<file path="src/rtl/core/tqvg_pkg.sv">
// Shared types and constants of the tile quad vertex generator.
// Depends on nothing; every other file of the block refers to it by scoped names.
`default_nettype none

package tqvg_pkg;

	// Configuration port
	localparam int REG_IDX_W = 3;
	localparam int CFG_DATA_W = 16;

	localparam logic [REG_IDX_W-1:0] REG_FIRST_TILE_ID = 3'd0;
	localparam logic [REG_IDX_W-1:0] REG_LAST_TILE_ID = 3'd1;
	localparam logic [REG_IDX_W-1:0] REG_SHEET_COLUMNS = 3'd2;
	localparam logic [REG_IDX_W-1:0] REG_SHEET_TILE_WIDTH = 3'd3;
	localparam logic [REG_IDX_W-1:0] REG_SHEET_TILE_HEIGHT = 3'd4;
	localparam logic [REG_IDX_W-1:0] REG_GRID_CELL_WIDTH = 3'd5;
	localparam logic [REG_IDX_W-1:0] REG_GRID_CELL_HEIGHT = 3'd6;

	// Corner codes, in emission order
	localparam logic [1:0] CORNER_TL = 2'd0;
	localparam logic [1:0] CORNER_TR = 2'd1;
	localparam logic [1:0] CORNER_BR = 2'd2;
	localparam logic [1:0] CORNER_BL = 2'd3;

	// Flip flag bit positions
	localparam int FLIP_H_BIT = 2;
	localparam int FLIP_V_BIT = 1;
	localparam int FLIP_D_BIT = 0;

	// Depth of the queue between the front and the back
	localparam int QUEUE_DEPTH = 4;
	localparam int QUEUE_PTR_W = $clog2(QUEUE_DEPTH);

	typedef struct packed {
		logic [15:0] first_tile_id;
		logic [15:0] last_tile_id;
		logic [12:0] sheet_columns;
		logic [10:0] sheet_tile_width;
		logic [10:0] sheet_tile_height;
		logic [10:0] grid_cell_width;
		logic [10:0] grid_cell_height;
	} cfg_t;

	// A tile that passed classification: index inside the set plus placement
	typedef struct packed {
		logic [15:0] tile_index;
		logic [2:0]  flip_flags;
		logic [4:0]  cell_column;
		logic [4:0]  cell_row;
	} tile_t;

	// Tile index split into sheet row (quotient) and sheet column (remainder)
	typedef struct packed {
		logic [15:0] sheet_row;
		logic [12:0] sheet_col;
		logic [2:0]  flip_flags;
		logic [4:0]  cell_column;
		logic [4:0]  cell_row;
	} split_t;

	// Handshake between two internal stages
	typedef struct packed {
		logic valid;
		logic ready;
	} link_t;

endpackage

`default_nettype wire

</file>
<file path="src/rtl/core/tqvg_front.sv">
// Front end: accepts tile words, drops those outside the set or the chunk.
// Depends on tqvg_pkg.
`default_nettype none

module tqvg_front #(
	parameter int CHUNK_SIDE = 32
) (
	input  wire                  queue_full,
	input  wire                  start,
	input  wire  [15:0]          tile_id,
	input  wire  [2:0]           flip_flags,
	input  wire  [4:0]           cell_column,
	input  wire  [4:0]           cell_row,
	input  tqvg_pkg::cfg_t       cfg,
	output logic                 busy,
	output logic                 push,
	output tqvg_pkg::tile_t      push_tile
);

	localparam logic [8:0] CHUNK_LIMIT = 9'(CHUNK_SIDE);

	logic in_set;
	logic in_chunk;

	assign in_set = (tile_id >= cfg.first_tile_id) && (tile_id <= cfg.last_tile_id);
	assign in_chunk = ({4'd0, cell_column} < CHUNK_LIMIT) && ({4'd0, cell_row} < CHUNK_LIMIT);

	assign busy = queue_full;
	assign push = start && !queue_full && in_set && in_chunk;

	always_comb begin
		push_tile.tile_index = tile_id - cfg.first_tile_id;
		push_tile.flip_flags = flip_flags;
		push_tile.cell_column = cell_column;
		push_tile.cell_row = cell_row;
	end

endmodule

`default_nettype wire

</file>
<file path="src/rtl/core/tqvg_queue.sv">
// Short queue of classified tiles between the front and the back.
// Depends on tqvg_pkg.
`default_nettype none

module tqvg_queue (
	input  wire              clk,
	input  wire              arst_n,
	input  wire              push,
	input  tqvg_pkg::tile_t  push_tile,
	input  wire              pop,
	output logic             full,
	output logic             not_empty,
	output tqvg_pkg::tile_t  head
);

	tqvg_pkg::tile_t                     entry_q [tqvg_pkg::QUEUE_DEPTH];
	logic [tqvg_pkg::QUEUE_PTR_W-1:0]    wr_ptr_q;
	logic [tqvg_pkg::QUEUE_PTR_W-1:0]    rd_ptr_q;
	logic [tqvg_pkg::QUEUE_PTR_W:0]      count_q;

	localparam logic [tqvg_pkg::QUEUE_PTR_W:0] DEPTH_COUNT =
		(tqvg_pkg::QUEUE_PTR_W+1)'(tqvg_pkg::QUEUE_DEPTH);

	assign full = (count_q == DEPTH_COUNT);
	assign not_empty = (count_q != '0);
	assign head = entry_q[rd_ptr_q];

	always_ff @(posedge clk) begin
		if (push) begin
			entry_q[wr_ptr_q] <= push_tile;
		end
	end

	always_ff @(posedge clk or negedge arst_n) begin
		if (!arst_n) begin
			wr_ptr_q <= '0;
			rd_ptr_q <= '0;
			count_q <= '0;
		end else begin
			if (push) begin
				wr_ptr_q <= wr_ptr_q + 1'b1;
			end
			if (pop) begin
				rd_ptr_q <= rd_ptr_q + 1'b1;
			end
			if (push && !pop) begin
				count_q <= count_q + 1'b1;
			end else if (pop && !push) begin
				count_q <= count_q - 1'b1;
			end
		end
	end

endmodule

`default_nettype wire

</file>
<file path="src/rtl/core/tqvg_divider.sv">
// Back end, first part: splits the tile index by the sheet column count,
// four quotient bits a cycle unless its output is held, sixteen bits in all.
// Depends on tqvg_pkg.
`default_nettype none

module tqvg_divider (
	input  wire               clk,
	input  wire               arst_n,
	input  tqvg_pkg::cfg_t    cfg,
	input  wire               queue_not_empty,
	input  tqvg_pkg::tile_t   queue_head,
	output logic              pop,
	output logic              out_valid,
	input  wire               out_ready,
	output tqvg_pkg::split_t  out_split
);

	logic                     busy_q;
	logic [1:0]               step_q;
	logic [15:0]              dvd_q;
	logic [12:0]              rem_q;
	tqvg_pkg::tile_t          tile_q;
	logic                     valid_s1;
	tqvg_pkg::split_t         split_s1;

	logic [12:0]              divisor;
	logic [15:0]              dvd_next;
	logic [12:0]              rem_next;
	logic                     out_free;
	logic                     finish;
	logic                     load;

	assign divisor = (cfg.sheet_columns == '0) ? 13'd1 : cfg.sheet_columns;

	// Four restoring steps; quotient bits shift in at the low end of the dividend.
	always_comb begin
		logic [13:0] trial;
		logic [15:0] d;
		logic [12:0] r;
		d = dvd_q;
		r = rem_q;
		for (int i = 0; i < 4; i++) begin
			trial = {r, d[15]};
			d = {d[14:0], 1'b0};
			if (trial >= {1'b0, divisor}) begin
				r = 13'(trial - {1'b0, divisor});
				d[0] = 1'b1;
			end else begin
				r = trial[12:0];
			end
		end
		dvd_next = d;
		rem_next = r;
	end

	assign out_free = !valid_s1 || out_ready;
	assign finish = busy_q && (step_q == 2'd3) && out_free;
	assign load = queue_not_empty && (!busy_q || finish);
	assign pop = load;

	assign out_valid = valid_s1;
	assign out_split = split_s1;

	always_ff @(posedge clk or negedge arst_n) begin
		if (!arst_n) begin
			busy_q <= 1'b0;
			step_q <= 2'd0;
			valid_s1 <= 1'b0;
		end else begin
			if (load) begin
				busy_q <= 1'b1;
				step_q <= 2'd0;
			end else if (finish) begin
				busy_q <= 1'b0;
			end else if (busy_q && (step_q != 2'd3)) begin
				step_q <= step_q + 2'd1;
			end
			if (finish) begin
				valid_s1 <= 1'b1;
			end else if (out_ready) begin
				valid_s1 <= 1'b0;
			end
		end
	end

	always_ff @(posedge clk) begin
		if (load) begin
			dvd_q <= queue_head.tile_index;
			rem_q <= '0;
			tile_q <= queue_head;
		end else if (busy_q && (step_q != 2'd3)) begin
			dvd_q <= dvd_next;
			rem_q <= rem_next;
		end
		if (finish) begin
			split_s1.sheet_row <= dvd_next;
			split_s1.sheet_col <= rem_next;
			split_s1.flip_flags <= tile_q.flip_flags;
			split_s1.cell_column <= tile_q.cell_column;
			split_s1.cell_row <= tile_q.cell_row;
		end
	end

endmodule

`default_nettype wire

</file>
<file path="src/rtl/core/tqvg_emitter.sv">
// Back end, second part: multiplies out the quad, saturates texture
// coordinates and sends the four corners, one a cycle. Depends on tqvg_pkg.
`default_nettype none

module tqvg_emitter (
	input  wire                 clk,
	input  wire                 arst_n,
	input  tqvg_pkg::cfg_t      cfg,
	input  wire                 in_valid,
	input  tqvg_pkg::split_t    in_split,
	output logic                in_ready,
	output logic                strobe,
	output logic [1:0]          corner_index,
	output logic signed [16:0]  screen_x,
	output logic signed [16:0]  screen_y,
	output logic [15:0]         texel_u,
	output logic [15:0]         texel_v,
	output logic                last_corner
);

	function automatic logic [15:0] sat16(input logic [27:0] x);
		return (x[27:16] != '0) ? 16'hFFFF : x[15:0];
	endfunction

	// Product stage
	logic         valid_s2;
	logic [23:0]  base_u_s2;
	logic [26:0]  base_v_s2;
	logic [15:0]  sx0_s2;
	logic [15:0]  ry_s2;
	logic [2:0]   flags_s2;

	// Quad being sent
	logic         quad_valid_q;
	logic [1:0]   corner_q;
	logic [15:0]  u_left_q;
	logic [15:0]  u_right_q;
	logic [15:0]  v_top_q;
	logic [15:0]  v_bottom_q;
	logic [16:0]  sx0_q;
	logic [16:0]  sy0_q;
	logic         swap_lr_q;
	logic         swap_tb_q;
	logic         diag_q;

	// Output registers
	logic         strobe_q;
	logic [1:0]   corner_out_q;
	logic [16:0]  sx_out_q;
	logic [16:0]  sy_out_q;
	logic [15:0]  u_out_q;
	logic [15:0]  v_out_q;

	logic         quad_free;
	logic         s2_take;
	logic         s2_load;
	logic         flip_h;
	logic         flip_v;
	logic         flip_d;
	logic [1:0]   tex_corner;
	logic         dx_scr;
	logic         dy_scr;
	logic         dx_tex;
	logic         dy_tex;

	assign quad_free = !quad_valid_q || (corner_q == tqvg_pkg::CORNER_BL);
	assign s2_take = valid_s2 && quad_free;
	assign s2_load = in_valid && (!valid_s2 || s2_take);
	assign in_ready = !valid_s2 || s2_take;

	assign flip_h = flags_s2[tqvg_pkg::FLIP_H_BIT];
	assign flip_v = flags_s2[tqvg_pkg::FLIP_V_BIT];
	assign flip_d = flags_s2[tqvg_pkg::FLIP_D_BIT];

	// With the diagonal flag, corners TR and BL trade texture coordinates.
	assign tex_corner = (diag_q && corner_q[0]) ? {~corner_q[1], corner_q[0]} : corner_q;
	assign dx_scr = corner_q[1] ^ corner_q[0];
	assign dy_scr = corner_q[1];
	assign dx_tex = (tex_corner[1] ^ tex_corner[0]) ^ swap_lr_q;
	assign dy_tex = tex_corner[1] ^ swap_tb_q;

	always_ff @(posedge clk or negedge arst_n) begin
		if (!arst_n) begin
			valid_s2 <= 1'b0;
			quad_valid_q <= 1'b0;
			corner_q <= tqvg_pkg::CORNER_TL;
			strobe_q <= 1'b0;
		end else begin
			if (s2_load) begin
				valid_s2 <= 1'b1;
			end else if (s2_take) begin
				valid_s2 <= 1'b0;
			end
			if (s2_take) begin
				quad_valid_q <= 1'b1;
				corner_q <= tqvg_pkg::CORNER_TL;
			end else if (quad_valid_q) begin
				if (corner_q == tqvg_pkg::CORNER_BL) begin
					quad_valid_q <= 1'b0;
				end
				corner_q <= corner_q + 2'd1;
			end
			strobe_q <= quad_valid_q;
		end
	end

	always_ff @(posedge clk) begin
		if (s2_load) begin
			base_u_s2 <= 24'(in_split.sheet_col) * 24'(cfg.sheet_tile_width);
			base_v_s2 <= 27'(in_split.sheet_row) * 27'(cfg.sheet_tile_height);
			sx0_s2 <= 16'(in_split.cell_column) * 16'(cfg.grid_cell_width);
			ry_s2 <= 16'(in_split.cell_row) * 16'(cfg.grid_cell_height);
			flags_s2 <= in_split.flip_flags;
		end
		if (s2_take) begin
			u_left_q <= sat16({4'd0, base_u_s2});
			u_right_q <= sat16(28'(base_u_s2) + 28'(cfg.sheet_tile_width));
			v_top_q <= sat16({1'b0, base_v_s2});
			v_bottom_q <= sat16(28'(base_v_s2) + 28'(cfg.sheet_tile_height));
			sx0_q <= {1'b0, sx0_s2};
			sy0_q <= 17'(ry_s2) + 17'(cfg.grid_cell_height) - 17'(cfg.sheet_tile_height);
			swap_lr_q <= flip_d ? flip_v : flip_h;
			swap_tb_q <= flip_d ? flip_h : flip_v;
			diag_q <= flip_d;
		end
		if (quad_valid_q) begin
			corner_out_q <= corner_q;
			sx_out_q <= sx0_q + (dx_scr ? 17'(cfg.sheet_tile_width) : 17'd0);
			sy_out_q <= sy0_q + (dy_scr ? 17'(cfg.sheet_tile_height) : 17'd0);
			u_out_q <= dx_tex ? u_right_q : u_left_q;
			v_out_q <= dy_tex ? v_bottom_q : v_top_q;
		end
	end

	assign strobe = strobe_q;
	assign corner_index = corner_out_q;
	assign screen_x = sx_out_q;
	assign screen_y = sy_out_q;
	assign texel_u = u_out_q;
	assign texel_v = v_out_q;
	assign last_corner = (corner_out_q == tqvg_pkg::CORNER_BL);

endmodule

`default_nettype wire

</file>
<file path="src/rtl/core/tile_quad_vertex_generator_top.sv">
// Top level of the tile quad vertex generator: configuration registers and
// the front, queue, divider and emitter. Depends on tqvg_pkg and those modules.
`default_nettype none

// Usage
// A map tile word (tile_id, flip_flags, cell_column, cell_row) is taken at a
// rising edge where start is high and busy is low. The front checks the id
// against the configured set and the cell against the chunk; a word that
// fails either check is taken and produces nothing. A word that passes
// produces four corner words, top-left, top-right, bottom-right, bottom-left,
// each on the result ports for one cycle with strobe high; last_corner marks
// the fourth. The divider that splits the tile index by the sheet column
// count (four quotient bits a cycle unless the emitter holds its result) and
// the emitter (one corner per cycle) each start their next tile as they
// finish the current one. A four-entry queue sits between the front and the
// back, so busy rises only when it fills; the receiver cannot stall the
// results, so the back never waits on the output. Configuration is written
// through wr_en, wr_index and wr_data while the block is idle; unknown
// indexes are ignored. The block itself does not enforce that; the user must.
// Reset clears all control state and restores the register reset values; no
// words are in flight after reset.
module tile_quad_vertex_generator_top #(
	parameter int CHUNK_SIDE = 32
) (
	input  wire                                  clk,
	input  wire                                  arst_n,
	input  wire                                  start,
	output logic                                 busy,
	input  wire  [15:0]                          tile_id,
	input  wire  [2:0]                           flip_flags,
	input  wire  [4:0]                           cell_column,
	input  wire  [4:0]                           cell_row,
	input  wire                                  wr_en,
	input  wire  [tqvg_pkg::REG_IDX_W-1:0]       wr_index,
	input  wire  [tqvg_pkg::CFG_DATA_W-1:0]      wr_data,
	output logic                                 strobe,
	output logic [1:0]                           corner_index,
	output logic signed [16:0]                   screen_x,
	output logic signed [16:0]                   screen_y,
	output logic [15:0]                          texel_u,
	output logic [15:0]                          texel_v,
	output logic                                 last_corner
);

	tqvg_pkg::cfg_t    cfg_q;
	logic              queue_full;
	logic              queue_not_empty;
	logic              push;
	logic              pop;
	tqvg_pkg::tile_t   push_tile;
	tqvg_pkg::tile_t   queue_head;
	logic              split_valid;
	tqvg_pkg::split_t  split;
	logic              emit_ready;

	// Configuration registers; each register keeps the low bits of the word.
	always_ff @(posedge clk or negedge arst_n) begin
		if (!arst_n) begin
			cfg_q.first_tile_id <= 16'd1;
			cfg_q.last_tile_id <= 16'd1;
			cfg_q.sheet_columns <= 13'd1;
			cfg_q.sheet_tile_width <= 11'd16;
			cfg_q.sheet_tile_height <= 11'd16;
			cfg_q.grid_cell_width <= 11'd16;
			cfg_q.grid_cell_height <= 11'd16;
		end else if (wr_en) begin
			case (wr_index)
				tqvg_pkg::REG_FIRST_TILE_ID: cfg_q.first_tile_id <= wr_data;
				tqvg_pkg::REG_LAST_TILE_ID: cfg_q.last_tile_id <= wr_data;
				tqvg_pkg::REG_SHEET_COLUMNS: cfg_q.sheet_columns <= wr_data[12:0];
				tqvg_pkg::REG_SHEET_TILE_WIDTH: cfg_q.sheet_tile_width <= wr_data[10:0];
				tqvg_pkg::REG_SHEET_TILE_HEIGHT: cfg_q.sheet_tile_height <= wr_data[10:0];
				tqvg_pkg::REG_GRID_CELL_WIDTH: cfg_q.grid_cell_width <= wr_data[10:0];
				tqvg_pkg::REG_GRID_CELL_HEIGHT: cfg_q.grid_cell_height <= wr_data[10:0];
				default: begin
				end
			endcase
		end
	end

	// The front classifies each word in the cycle it is taken.
	tqvg_front #(
		.CHUNK_SIDE(CHUNK_SIDE)
	) u_front (
		.queue_full  (queue_full),
		.start       (start),
		.tile_id     (tile_id),
		.flip_flags  (flip_flags),
		.cell_column (cell_column),
		.cell_row    (cell_row),
		.cfg         (cfg_q),
		.busy        (busy),
		.push        (push),
		.push_tile   (push_tile)
	);

	tqvg_queue u_queue (
		.clk       (clk),
		.arst_n    (arst_n),
		.push      (push),
		.push_tile (push_tile),
		.pop       (pop),
		.full      (queue_full),
		.not_empty (queue_not_empty),
		.head      (queue_head)
	);

	// The divider hands its result on at the edge that ends its last step
	// and starts the next waiting tile at that same edge.
	tqvg_divider u_divider (
		.clk             (clk),
		.arst_n          (arst_n),
		.cfg             (cfg_q),
		.queue_not_empty (queue_not_empty),
		.queue_head      (queue_head),
		.pop             (pop),
		.out_valid       (split_valid),
		.out_ready       (emit_ready),
		.out_split       (split)
	);

	tqvg_emitter u_emitter (
		.clk          (clk),
		.arst_n       (arst_n),
		.cfg          (cfg_q),
		.in_valid     (split_valid),
		.in_split     (split),
		.in_ready     (emit_ready),
		.strobe       (strobe),
		.corner_index (corner_index),
		.screen_x     (screen_x),
		.screen_y     (screen_y),
		.texel_u      (texel_u),
		.texel_v      (texel_v),
		.last_corner  (last_corner)
	);

endmodule

`default_nettype wire
</file>
<file path="config.mk">
export PLATFORM = sky130hd
export DESIGN_NAME = tile_quad_vertex_generator_top
export DESIGN_NICKNAME = d
export VERILOG_FILES = /design/src/rtl/core/tqvg_pkg.sv /design/src/rtl/core/tqvg_front.sv /design/src/rtl/core/tqvg_queue.sv /design/src/rtl/core/tqvg_divider.sv /design/src/rtl/core/tqvg_emitter.sv /design/src/rtl/core/tile_quad_vertex_generator_top.sv
export SDC_FILE = /design/constraint.sdc
export NUM_CORES = 2
export LEC_CHECK = 0
export BUFFER_PORTS_ARGS = -buffer_cell sky130_fd_sc_hd__buf_2
export CORE_ASPECT_RATIO = 1.5
export CORE_MARGIN = 3
export CORE_UTILIZATION = 57
export CTS_BUF_LIST = sky130_fd_sc_hd__clkbuf_2
export DETAILED_ROUTE_END_ITERATION = 10
export PLACE_DENSITY = 0.75
export REMOVE_ABC_BUFFERS = 1
export SLEW_MARGIN = 20
export SYNTH_ARGS = -nofsm -noshare
export SYNTH_HDL_FRONTEND = slang
export SYNTH_SLANG_ARGS = --single-unit
</file>
<file path="constraint.sdc">
create_clock -name clk -period 10.5 [get_ports clk]
set_input_delay 2.1 -clock clk [delete_from_list [all_inputs] [get_ports clk]]
set_output_delay 2.1 -clock clk [all_outputs]
set_load 0.02 [all_outputs]
</file>
After elaboration in Yosys (flattened, before gate mapping)
Memories as Yosys holds them, arrays and structs flattened.
Cells that the tools add are included.
{"block": "word_totals", "output_inout_bits": 71, "n_memories": 1, "regBits": 443, "inputBits": 52, "ram_bits": 116, "word_cells": 171}
{"name": "u_queue.entry_q", "words": 4, "width": 29, "read_ports": 1, "rd_ports_with_merged_regs": 0, "wr": 1, "line_no": "tqvg_queue.sv:16", "text": "tqvg_pkg::tile_t entry_q [tqvg_pkg::QUEUE_DEPTH];"}
{"block": "op_classes", "n_mul": 4, "add_sub_neg": 17, "n_eq_ne": 12, "n_reduce_logical": 44, "magnitude_cmp": 6, "mux": 36, "bitwise": 5}
{"cell": "13-bit two-way mux", "n": 5}
{"cell": "16-bit two-way mux", "n": 4}
{"cell": "14-bit by 13-bit >= comparator with 1-bit output", "n": 4}
{"cell": "13-bit subtractor", "n": 4}
{"cell": "5-bit by 11-bit multiplier with 16-bit output", "n": 2}
{"cell": "27-bit by 11-bit adder with 28-bit output", "n": 1}
{"cell": "16-bit by 11-bit multiplier with 27-bit output", "n": 1}
{"cell": "24-bit by 11-bit adder with 25-bit output", "n": 1}
{"cell": "13-bit by 11-bit multiplier with 24-bit output", "n": 1}
{"cell": "12-bit nonzero test", "n": 2}
{"cell": "11-bit two-way mux", "n": 2}
{"cell": "16-bit by 11-bit adder with 17-bit output", "n": 1}
{"cell": "16-bit by 17-bit adder with 17-bit output", "n": 1}
{"cell": "17-bit adder", "n": 1}
{"cell": "1-bit two-way mux", "n": 17}
{"cell": "17-bit by 11-bit subtractor with 17-bit output", "n": 1}
{"cell": "16-bit >= comparator", "n": 1}
{"cell": "16-bit <= comparator", "n": 1}
{"cell": "2-bit AND reduction", "n": 8}
{"cell": "16-bit subtractor", "n": 1}
{"cell": "13-bit logical NOT", "n": 1}
{"cell": "3-bit == test, second input constant", "n": 4}
{"cell": "1-bit logical AND", "n": 12}
{"cell": "2-bit two-way mux", "n": 6}
{"cell": "other kinds (17)", "n": 42}

Depth between registers and ports, before layout
{"block": "depth", "depth_word": 12, "ltp_mapped": 49, "ltp_nobuf": 47}

Hierarchy
From an unflattened synthesis, not the netlist that was laid out.
{"block": "unflattened", "hier_cells": 3719, "hier_area_um2": 41459.8}
{"mod": "tqvg_emitter", "seq_area_each_um2": 7752.4, "area_each_um2": 25928.6, "instances": 1, "cells_per_inst": 2530}
{"mod": "tqvg_divider", "seq_area_each_um2": 2492.4, "area_each_um2": 6107.1, "instances": 1, "cells_per_inst": 597}
{"mod": "tqvg_queue", "seq_area_each_um2": 3658.5, "area_each_um2": 4579.4, "instances": 1, "cells_per_inst": 185}
{"mod": "tile_quad_vertex_generator_top", "seq_area_each_um2": 2235.9, "area_each_um2": 3384.5, "instances": 1, "cells_per_inst": 193}
{"mod": "tqvg_front", "seq_area_each_um2": 0.0, "area_each_um2": 1460.2, "instances": 1, "cells_per_inst": 214}

Least setup slack after synthesis
No wires, ideal clock.
{"block": "synth_timing", "path_type": "reg2reg", "start": "reg cfg_q[54] in the netlist's numbering", "end": "reg u_divider.rem_q[4]", "arrival_ns": 9.445, "period_less_slack_ns": 9.562, "slack_ns": 0.938, "n_path_buf": 3, "setup_time_ns": 0.117, "path_stages_with_launch": 48, "t_required_ns": 10.383, "cell_sequence": "dfrtp_1 -> inv_1 -> nand4_1 -> nor4_1 -> a41o_1 -> ha_1 -> inv_1 -> fa_1 -> a21oi_1 -> o2111ai_2 -> a21oi_2 -> a31o_2 -> clkbuf_1 -> nand2_1 -> o21ai_0 -> inv_1 -> fa_1 -> nor2b_1 -> [12 not listed] -> a21oi_2 -> nor3_1 -> a21o_2 -> inv_2 -> nor2_1 -> a21oi_1 -> fa_1 -> a21o_1 -> a21o_1 -> a21oi_1 -> o21ai_0 -> a21oi_1 -> a211oi_1 -> a2111oi_4 -> o221ai_2 -> buf_6 -> mux2_4 -> a22o_1"}
{"block": "synth_between", "elab_chain_len": 10, "elab_cells_between_ends": 14, "cone_classes": "add/sub (4); order compare (4); mux (5); reduce/logical (1)"}
{"item": "start: declaration", "line_no": "tile_quad_vertex_generator_top.sv:45", "text": "tqvg_pkg::cfg_t cfg_q;"}
{"item": "13-bit logical NOT", "line_no": "tqvg_divider.sv:33", "text": "assign divisor = (cfg.sheet_columns == '0) ? 13'd1 : cfg.sheet_columns;"}
{"item": "13-bit two-way mux (*)", "line_no": "tqvg_divider.sv:33"}
{"item": "13-bit subtractor or 14-bit by 13-bit >= comparator with 1-bit output (tied branches)", "line_no": "tqvg_divider.sv:46, tqvg_divider.sv:45"}
{"item": "13-bit two-way mux", "line_no": "tqvg_divider.sv:45", "text": "if (trial >= {1'b0, divisor}) begin"}
{"item": "13-bit subtractor or 14-bit by 13-bit >= comparator with 1-bit output (tied branches)", "line_no": "tqvg_divider.sv:46, tqvg_divider.sv:45"}
{"item": "13-bit two-way mux", "line_no": "tqvg_divider.sv:45"}
{"item": "13-bit subtractor or 14-bit by 13-bit >= comparator with 1-bit output (tied branches)", "line_no": "tqvg_divider.sv:46, tqvg_divider.sv:45"}
{"item": "13-bit two-way mux", "line_no": "tqvg_divider.sv:45"}
{"item": "13-bit subtractor or 14-bit by 13-bit >= comparator with 1-bit output (tied branches)", "line_no": "tqvg_divider.sv:46, tqvg_divider.sv:45"}
{"item": "13-bit two-way mux (*)", "line_no": "tqvg_divider.sv:45"}
{"item": "named net u_divider.rem_next[4]", "line_no": "tqvg_divider.sv:28", "text": "logic [12:0] rem_next;"}
{"item": "end signal: assignment", "line_no": "tqvg_divider.sv:93", "text": "rem_q <= rem_next;"}
{"item": "end: declaration", "line_no": "tqvg_divider.sv:21", "text": "logic [12:0] rem_q;"}
Mark *: on every way through the listed nets, which the timed path passes. The rest lies on a longest branch.
A chain may end at the register's enable or synchronous reset.

Worst setup path in the final report
{"block": "layout_timing", "start": "reg cfg_q[50] in the netlist's numbering", "end": "reg u_divider.rem_q[9]"}
Same word-level chain as after synthesis.

==> flow_summary.yaml <==
clock_network:
  cts_tree: "built"
  htree_levels: 4
  cts.sinks: 559
  cts_buffer_depth: 3
  numCtsBuffers: 134
  holdBufCountCts: 0
  clock_latency_ns: 1.38
  clockRootBuffer: "clkbuf_2"
  clk_pin_slew_ns: 0.15
synthesis:
  synthFlopType: "edfxtp_1"
  ys_seq_area_share_pct: 40.27
  yosysUniqueCellTypes: 85
  netlist_top_cells_count: "455 x inv_1, 447 x nand2_1, 441 x edfxtp_1, 327 x ha_1, 298 x fa_1"
  yosys.area.top_type: "edfxtp_1"
  synthArstFlopShare_pct: 18.78
  syn-cell-area_mm2: 0.04008
  avgSynthCellArea_um2: 11.14
  synth_edf_count: 441
  yosys_warnings: 0
  netlist_top_cells_area: "edfxtp_1 33%, fa_1 15%, ha_1 10%, dfrtp_1 6.1%, inv_1 4.3%"
  post-synth-top-count-cell: "inv_1"
  synth_cells: 3599
  synth_top_area_share_pct: 33.04
  synth_seq_cells: 559
floorplan:
  pin_count: 123
  dieArea_mm2: 0.07360
  chipHeight_um: 330.8
  die_x_um: 222.5
  core_area_mm2: 0.06939
  start_util_pct: 57.76
  rows: 118
route:
  route.detailed.drc: 0
  vias: 27000
  firstDrtPassIters: 5
  routed_wire_length_per_instance_um: 17.87
  drt_first_iter_violations: 1195
  antenna_left: 0
  wirelength_um: 87320
  viasPerCell: 5.527
sta:
  max_slew_margin_pct: 28.05
  setup_viol: 0
  fmax_mhz: 101.3
  drv_slew: 0
  period_needed_ns: 9.872
  hold_viol: 0
  worstMarginPinSlew_ns: 1.079
  finalSetupTns_ns: 0
  fin_crit_sh_pct: 94.02
  fin_skew_ns: 0.1168
critical_path:
  cp_slowest_stage_delay_ns: 0.40
  cp-end-kind: "flop"
  crit_top_cell: "buf_4"
  required_ns: 11.70
  critical_path_class: "reg2reg"
  crit_arrival_ns: 11.07
  critPathMaxFanout: 14
  slowest_stage: "fa_1"
  start_kind: "flop"
global_routing:
  grt_usage_pct: 24.51
  grt_pass1_wl_um: 142400
  grt_pass1_vias: 28330
  antenna_found_initial: 2
  grt_max_degree: 74
  grt_overflow_total: 0
final_layout:
  instances_no_fill: 4885
  design_area_mm2: 0.04383
  syn_to_final_growth_pct: 9.363
  drive_gt1_share_pct: 16.60
  nNetsFinal: 4556
flow_run:
  maxCapViolations: 0
placement:
  placed_area_mm2: 0.04247
  dp_hpwl_um: 65950
  port_buffers: 122
  gp_congestion: 0.9398
  placedCellCount: 4642
hold_path:
  hold_class: "reg2reg"
outcome:
  status: "finished clean"
## worst max-delay path: cells and delay by family, from the launching register on
| family | cells | cell delay [ns] |
|---|---|---|
| compound gates | 26 | 4.51 |
| fa+ha+maj | 5 | 1.56 |
| buf+inv | 14 | 1.75 |
| flops | 1 | 0.39 |
| mux | 1 | 0.29 |
| simple gates | 8 | 1.14 |
## state kept, by name, summed over array words and instances, names as in the netlist, 17 cells and up
signal               count
u_queue.entry_q        116
u_divider.out_split     42
cfg_q                   89
u_emitter.base_v_s2     27
u_emitter.screen_x      17
u_emitter.sy0_q         17
u_emitter.screen_y      17
u_emitter.base_u_s2     24
## timing repair
item	4_1_cts	5_1_grt
setup endpoints to repair	23	28
pin swaps	0	12
gates resized for setup	2	24
buffers inserted	0	1
## cells in the final DEF, fill, tap and decap left out, types with 21 or more instances in the layout
cell type	instances
nor2b_1	39
buf_2	121
a21boi_0	21
nor3_1	48
xor2_1	49
and2_1	194
a21o_1	48
a21oi_1	94
dfrtp_1	96
nand2b_1	58
clkbuf_2	174
edfxtp_1	441
o21a_1	24
nor2_1	133
buf_4	127
mux2_2	102
fa_1	297
nand2_1	447
clkinv_1	37
inv_1	455
mux4_2	29
nand3_1	31
o21ai_0	142
xnor2_1	131
ha_1	327
## kinds of logic after synthesis
| kind of cell | Yosys count | share of synthesized area, % |
|---|---|---|
| and+or+nand+nor | 1046 | 12.56 |
| adders and majority gates | 625 | 25.09 |
| buffers and inverters | 564 | 5.320 |
| DFF | 559 | 40.27 |
| AOI/OAI and AO/OA | 471 | 7.689 |
| xor gates and xnor gates | 182 | 3.977 |
| muxes | 152 | 5.095 |
## per-stage QoR
| stage | setup WS [ns] | utilization, % | hold WS, ns |
|---|---|---|---|
| floorplan | 0.7293 | - | 0.4003 |
| global placement | 0.1723 | 61.20 | 0.4013 |
| detailed placement | 0.03781 | 61.20 | 0.4045 |
| CTS | 0.04545 | 63.00 | 0.3729 |
| global route | -0.02692 | 63.16 | 0.4149 |
| finish | 0.6278 | 63.16 | 0.3874 |
## layout make-up
cell class	count	area, um2
inverters	458	1727
clock buffers	174	870.8
multi-input cells	2476	21980
fillers	5639	25560
well taps	900	1126
flip-flops and latches	559	16140
repair buffers	250	1599
diodes	4	10.01
clock inverters	64	369.1
## routing by layer
metal	track usage [%]	routed length [um]	vias up
met2	45.10	46220	645
met1	27.73	33120	13320
met3	3.848	3888	229
li1	-	-	12810
met4	11.95	4087	0
met5	0	0	-
## final timing paths
path                                           from                endpoint  slack, ns  cells after the start
worst max register to register            cfg_q[50]      u_divider.rem_q[9]       0.63                     54
min in group asynchronous                    arst_n               cfg_q[60]       0.64                      1
worst min register to register  u_divider.tile_q[8]  u_divider.out_split[8]       0.39                      0
max in group asynchronous                    arst_n  u_emitter.quad_valid_q       8.33                      2
worst max-delay path                      cfg_q[50]      u_divider.rem_q[9]       0.63                     54
worst min-delay path            u_divider.tile_q[8]  u_divider.out_split[8]       0.39                      0
Power is left out: the tool's default activity adds up to more than one toggle a clock period on the data nets, which glitch-free logic cannot reach.
